--- config.mk ---
export PLATFORM = sky130hd
export DESIGN_NAME = tblg_controller
export DESIGN_NICKNAME = d
export VERILOG_FILES = /design/src/hdl/tblg_pkg.sv /design/src/hdl/tblg_controller.sv
export SDC_FILE = /design/constraint.sdc
export NUM_CORES = 1
export LEC_CHECK = 0
export BUFFER_PORTS_ARGS = -buffer_cell sky130_fd_sc_hd__buf_4
export CELL_PAD_IN_SITES_DETAIL_PLACEMENT = 0
export CELL_PAD_IN_SITES_GLOBAL_PLACEMENT = 2
export CORE_UTILIZATION = 21
export CTS_BUF_LIST = sky130_fd_sc_hd__clkbuf_16
export DETAILED_ROUTE_END_ITERATION = 8
export PLACE_DENSITY_LB_ADDON = 0.1
export RECOVER_POWER = 100
export REMOVE_ABC_BUFFERS = 1
export SLEW_MARGIN = 20
export SYNTH_ARGS = -nofsm -noshare
export SYNTH_HDL_FRONTEND = slang
export SYNTH_SLANG_ARGS = --single-unit
export TNS_END_PERCENT = 100
--- constraint.sdc ---
create_clock -name clock -period 1.91 [get_ports clock]
set_clock_uncertainty 0.1 [all_clocks]
set_input_delay 0.0955 -clock clock [delete_from_list [all_inputs] [get_ports clock]]
set_output_delay 0.0955 -clock clock [all_outputs]
set_load 0.005 [all_outputs]
--- src/hdl/tblg_pkg.sv ---
`timescale 1ns / 1ps
// ---------------------------------------------------------------------------
// tblg_pkg
// Shared widths, defaults and controller/datapath interface types for the
// text box line grouper.
// ---------------------------------------------------------------------------
package tblg_pkg;

   localparam int MAX_BOXES_DEF = 64;

   localparam int PIX_W    = 15;  // box coordinates and sizes
   localparam int LSIZE_W  = 16;  // line width and height
   localparam int SCORE_W  = 16;
   localparam int KEY_W    = 17;  // doubled centre
   localparam int NUM_W    = 6;   // line number
   localparam int EMIT_MAX = 64;

   localparam int BOX_W  = 4 * PIX_W + SCORE_W;                 // 76
   localparam int LINE_W = 2 * PIX_W + 2 * LSIZE_W + SCORE_W;   // 78

   localparam int REQ_DATA_W = 80;
   localparam int RSP_DATA_W = 88;

   typedef struct packed {
      logic load;        // take the input beat
      logic clear;       // end of set: zero counts and flag
      logic scan_start;  // selection scan restarts at entry 0
      logic scan_cmp;    // evaluate read entry against best
      logic mode_lines;  // scan runs over lines, else over boxes
      logic rd_match;    // line read address follows the match index
      logic prev_update; // selected key becomes the lower bound
      logic prev_reset;  // no lower bound, rounds restart
      logic match_start;
      logic match_cmp;
      logic new_line;
      logic round_next;
      logic emit_load;
      logic emit_next;
   } cmd_type;

   typedef struct packed {
      logic j_last;
      logic i_last;
      logic k_last;
      logic match;
      logic no_lines;
      logic emit_last;
      logic full;
   } status_type;

endpackage

--- src/hdl/tblg_controller.sv ---
`timescale 1ns / 1ps
// ---------------------------------------------------------------------------
// tblg_controller
// Sequencer for load, box sort, line match and ordered line emission.
// ---------------------------------------------------------------------------
module tblg_controller
   import tblg_pkg::*;
(
   input  logic       clock,
   input  logic       reset,
   input  logic       req_tvalid,
   input  logic       req_tlast,
   output logic       req_tready,
   output logic       rsp_tvalid,
   input  logic       rsp_tready,
   input  status_type status,
   output cmd_type    cmd
);

   typedef enum logic [3:0] {
      S_LOAD, S_SEL_START, S_SEL_RD, S_SEL_CMP, S_MATCH_START, S_NEW,
      S_MATCH_RD, S_MATCH_CMP, S_NEXT, S_ORD_START, S_ORD_RD, S_ORD_CMP,
      S_EMIT_LOAD, S_EMIT
   } state_type;

   state_type state_ff, state_in;
   logic      rsp_valid_ff, rsp_valid_in;

   always_comb begin
      state_in     = state_ff;
      rsp_valid_in = rsp_valid_ff;
      cmd          = '0;
      unique case (state_ff)
         S_LOAD: begin
            if (req_tvalid) begin
               cmd.load = 1'b1;
               if (req_tlast) begin
                  cmd.prev_reset = 1'b1;
                  state_in       = S_SEL_START;
               end
            end
         end
         S_SEL_START: begin
            cmd.scan_start = 1'b1;
            state_in       = S_SEL_RD;
         end
         S_SEL_RD: state_in = S_SEL_CMP;
         S_SEL_CMP: begin
            cmd.scan_cmp = 1'b1;
            state_in     = status.j_last ? S_MATCH_START : S_SEL_RD;
         end
         S_MATCH_START: begin
            cmd.match_start = 1'b1;
            state_in        = status.no_lines ? S_NEW : S_MATCH_RD;
         end
         S_NEW: begin
            cmd.new_line = 1'b1;
            state_in     = S_NEXT;
         end
         S_MATCH_RD: begin
            cmd.rd_match = 1'b1;
            state_in     = S_MATCH_CMP;
         end
         S_MATCH_CMP: begin
            cmd.match_cmp = 1'b1;
            state_in      = (status.match || status.i_last) ? S_NEXT : S_MATCH_RD;
         end
         S_NEXT: begin
            if (status.k_last) begin
               cmd.prev_reset = 1'b1;
               state_in       = S_ORD_START;
            end else begin
               cmd.prev_update = 1'b1;
               cmd.round_next  = 1'b1;
               state_in        = S_SEL_START;
            end
         end
         S_ORD_START: begin
            cmd.scan_start = 1'b1;
            cmd.mode_lines = 1'b1;
            state_in       = S_ORD_RD;
         end
         S_ORD_RD: begin
            cmd.mode_lines = 1'b1;
            state_in       = S_ORD_CMP;
         end
         S_ORD_CMP: begin
            cmd.scan_cmp   = 1'b1;
            cmd.mode_lines = 1'b1;
            state_in       = status.j_last ? S_EMIT_LOAD : S_ORD_RD;
         end
         S_EMIT_LOAD: begin
            cmd.emit_load = 1'b1;
            rsp_valid_in  = 1'b1;
            state_in      = S_EMIT;
         end
         S_EMIT: begin
            if (rsp_tready) begin
               rsp_valid_in = 1'b0;
               if (status.emit_last) begin
                  cmd.clear = 1'b1;
                  state_in  = S_LOAD;
               end else begin
                  cmd.emit_next   = 1'b1;
                  cmd.prev_update = 1'b1;
                  state_in        = S_ORD_START;
               end
            end
         end
         default: state_in = S_LOAD;
      endcase
   end

   always_ff @(posedge clock) begin
      if (reset) begin
         state_ff     <= S_LOAD;
         rsp_valid_ff <= 1'b0;
      end else begin
         state_ff     <= state_in;
         rsp_valid_ff <= rsp_valid_in;
      end
   end

   assign req_tready = (state_ff == S_LOAD);
   assign rsp_tvalid = rsp_valid_ff;

endmodule
# After elaboration in Yosys (flattened, before gate mapping)
# Cells that the tools add are included.
# classes
n_bitwise,0
shift,0
n_mux,35
div_mod_pow,0
n_eq_ne,16
addsub,0
n_reduce_logical,8
multipliers,0
magnitude_cmp,0
# op_table
op,count
$pmux 4 s14,1
$eq 4x4->1 const B,6
$mux 4,6
$mux 1,22
$eq 4x3->1 const B,4
$eq 4x2->1 const B,2
$mux 3,2
$ne 2x2->1 const B,3
$pmux 1 s2,3
$eq 4x1->1 const B,1
$logic_not 4->1,1
$reduce_or 2->1,2
$reduce_and 3->1,1
$reduce_or 3->1,1
$mux 2,1
$reduce_and 2->1,1
$reduce_bool 2->1,1
$logic_or 1x1->1,1
# totals
output_inout_bits,16
latchBits,0
mem_count,0
mem_bits_ro,0
wordCells,61
input_bits,12
mem_bits_rw,0
regBits,5

# Longest topological paths before layout
# logic_depth
depth_word,3
ltp_mapped,6
depth_no_buf,5

# Least setup slack after synthesis
# No wires, ideal clock.
# synth_timing
path_kind,reg-to-reg
start,reg state_ff[0]
end,reg state_ff[3]
stages_incl_launch_ff,7
arrival_ns,1.117
synth_period_minus_slack_ns,1.337
setup_slack_ns,0.573
t_required_ns,1.690
n_path_buf,1
path_cell_list,dfxtp_1 > buf_6 > or3_4 > nor2_8 > a2bb2oi_2 > o31ai_2 > a21oi_2
# synth_via
elab_chain_cells,3
elab_cells_between_ends,19
# synth_lines
item,line_no,text
start: declaration,tblg_controller.sv:26,"state_type state_ff, state_in;"
start signal: assignment,tblg_controller.sv:119,state_ff <= state_in;
$logic_not 4->1 (*),n/a,
net req_tready,tblg_controller.sv:13,"output logic req_tready,"
$ne 2x2->1 (no line),n/a,
$reduce_and 3->1 (no line),n/a,
# Mark *: on every way through the listed nets, which the timed path passes. The rest lies on a longest branch.
# A chain may end at the register's enable or synchronous reset.

==> metrics <==
status completed; GRT Total Usage 0.1358; DRC violations left 0; RSZ-0062 raised after global routing false; I/O pins 28; Post-DRT Antenna Nets 0; Std-Cell Rows 17; first-pass GRT wire length 2.608 mm; hold endpoint state_ff[2]$_SDFFE_PP0P_; Pwr Density ~850 nW/µm²; synthesis warning total 0; CP required about 1.7 ns; Post-synth EDFFs 0; post-layout net count about 120; Non-Filler Instances roughly 130; area grow syn2layout 62.25%; Fin Setup TNS 0 ns; setup ws final 0.1703 ns; most used flip-flop cell after synthesis dfxtp_1; Static Leak roughly 0.35 nW; asr flop ratio synth 0; headroom to the max-slew limit 0.7165; maximum vdd drop 0.4334 mV; maxcap violations 0; Min-Delay Path Class in2reg; syn avg cell area around 7.0 µm²; die height 50.82 µm; clock sink count 5; mapped cell area ~500 µm²; final WL 1.534 mm; WL met3 50 µm; H-tree Lvls 1; most used cell, CP buf_4; CP Class reg2out; Hold Vio Cnt, Final 0; initial antenna violation count 0; CTS resizes 0; layout cells sized above 1 0.3981; worst skew pair latency about 0.23 ns; maximum operating frequency roughly 0.57 GHz; Slowest-stage cell, CP or3_4; # diodes 0; post-synthesis sequential area ratio 0.2000; met1 wire length approximately 760 µm; GR Overflow Total 0; uppermost routed layer met4; number of I/O port buffers 26; worst-path fanout max 10; start of the worst register-to-register path state_ff[1]$_SDFFE_PP0P_; R2R Setup Slk roughly 0.36 ns; vias in the first global route between 500 and 600; hold_sp status[6]; Vias/cell approximately 4.6; Initial DRC Count 8; arrival time at the worst endpoint between 1.5 and 2 ns; Setup WS pre-CTS between 0.3 and 0.4 ns; Least-Margin Pin Slew 0.4214 ns; minimum clock period around 1.7 ns; critical path, cell by cell buf_4 > or3_4 > nor3_2 > or2_0 > buf_4; Critical Path Source Type register; Initial Utilization 0.2241; Reg2Reg Depth 5; die width around 51 µm; worst r2r dst state_ff[3]$_SDFFE_PP0P_; die area 2583 µm²; # placed instances roughly 130; Final Setup Violations 0; total power about 0.7 mW; Mapped Cells just over 70; Slew Viols, Final 0; worst hold slack roughly 0.067 ns; slowest stage delay, CP a little over 0.4 ns; Worst-path clk slew roughly 0.030 ns; routed wire length per instance about 12 µm; placed inst area 737.0 µm²; clock root cell clkbuf_16; period utilization 0.9108; wire length on met2 694 µm; largest net degree at the start of global routing 11; post-route cell area 812.0 µm²; Vias a little over 600; Min-Delay Path Depth 3; Num CTS Buffers 3; DR pass1 iterations 4; final RePlAce weighted congestion 0.6864; Seq cells post-synth 5; CTS tree yes; placed wire-length estimate 1.206 mm; Core ar. roughly 2200 µm²; Unique masters post-synth 31; Critical Path End Type output pin; Max Root-Sink Buffers 2; final core area utilization 0.3636
==> cells in the mapped netlist (all sizes together) (3+ instances only) <==
master  instances  area share
a21oi           6       0.067
and3            3       0.038
buf             6       0.078
dfxtp           5        0.20
inv             3       0.022
nand2           9       0.073
nand3           3       0.030
nor2           11        0.12
nor3            6       0.090
o21ai           4       0.040
==> worst max-delay path: cells and delay by family (launching register included) <==
kind / cells / cell delay [ns]
AND/OR/NAND/NOR: 3 / 0.67
flip-flops: 1 / 0.35
buffers and inverters: 2 / 0.28
==> layout make-up <==
type | count | area (µm²)
inverter | 3 | 11.26
multi-input combinational | 58 | 340.3
timing repair buffer | 33 | 246.5
clock inverter | 1 | 3.754
clock buffer | 3 | 75.07
tap | 28 | 35.03
sequential | 5 | 100.1
fill | 246 | 1421
==> placed cells by master, fill, tap and decap left out <==
| master | count |
|---|---|
| clkbuf_1 | 1 |
| nand3_1 | 3 |
| nand3b_1 | 1 |
| nor3_1 | 5 |
| inv_1 | 4 |
| nor3b_1 | 1 |
| a31oi_1 | 2 |
| or2_0 | 1 |
| o31ai_2 | 1 |
| clkbuf_16 | 3 |
| nor2b_1 | 1 |
| dlygate4sd3_1 | 1 |
| or3_4 | 1 |
| dfxtp_1 | 5 |
| nor4_1 | 1 |
| nand2b_1 | 2 |
| and3_1 | 3 |
| clkbuf_4 | 6 |
| nand2_2 | 1 |
| nor3_2 | 1 |
| buf_4 | 25 |
| nand4_1 | 1 |
| nor2_1 | 10 |
| nand2_1 | 8 |
| a21oi_2 | 1 |
| o21ai_0 | 4 |
| a2bb2oi_2 | 1 |
| a21oi_1 | 5 |
| and2_0 | 1 |
| a211oi_1 | 1 |
| nor2_8 | 1 |
| or3_1 | 1 |
==> registers in the layout, summed over array words and instances, names as in the netlist <==
signal and count:
rsp_tvalid 1, state_ff 4
==> where the power goes <==
group          internal [mW]  switching [mW]  total (mW)
sequential             0.115          0.0200       0.135
combinational          0.111           0.103       0.214
clock                  0.271          0.0706       0.342
total                  0.496           0.194       0.690
==> logic make-up after synthesis <==
logic type             count (synthesis)  synth area share
buffers and inverters                  9            0.1000
AO/OA/AOI/OAI                         15            0.2025
flip-flops                             5            0.2000
AND/OR/NAND/NOR                       43            0.4976
==> metal layers <==
metal / vias up / GRT usage
met2: 16 / 0.2200
li1: 315 / -
met5: - / 0
met1: 274 / 0.1693
met3: 4 / 0.02679
met4: 0 / 0.06944
==> repair_timing <==
item	4_1_cts	5_1_grt
hold buffers	1	0
setup buffers	0	0
hold endpoints to repair	5	0
==> how the worst max path moves through the flow <==
stage	start	end	slack, ns	cells past startpoint
floorplan	state_ff[0]$_SDFFE_PP0P_	state_ff[3]$_SDFFE_PP0P_	0.53	5
global placement	state_ff[0]$_SDFFE_PP0P_	state_ff[3]$_SDFFE_PP0P_	0.40	6
detailed placement	state_ff[0]$_SDFFE_PP0P_	state_ff[3]$_SDFFE_PP0P_	0.38	6
CTS	state_ff[0]$_SDFFE_PP0P_	cmd[7]	0.16	5
global route	state_ff[1]$_SDFFE_PP0P_	cmd[7]	0.05	4
finish	state_ff[0]$_SDFFE_PP0P_	cmd[7]	0.17	5
(Power assumes the default switching activity.)
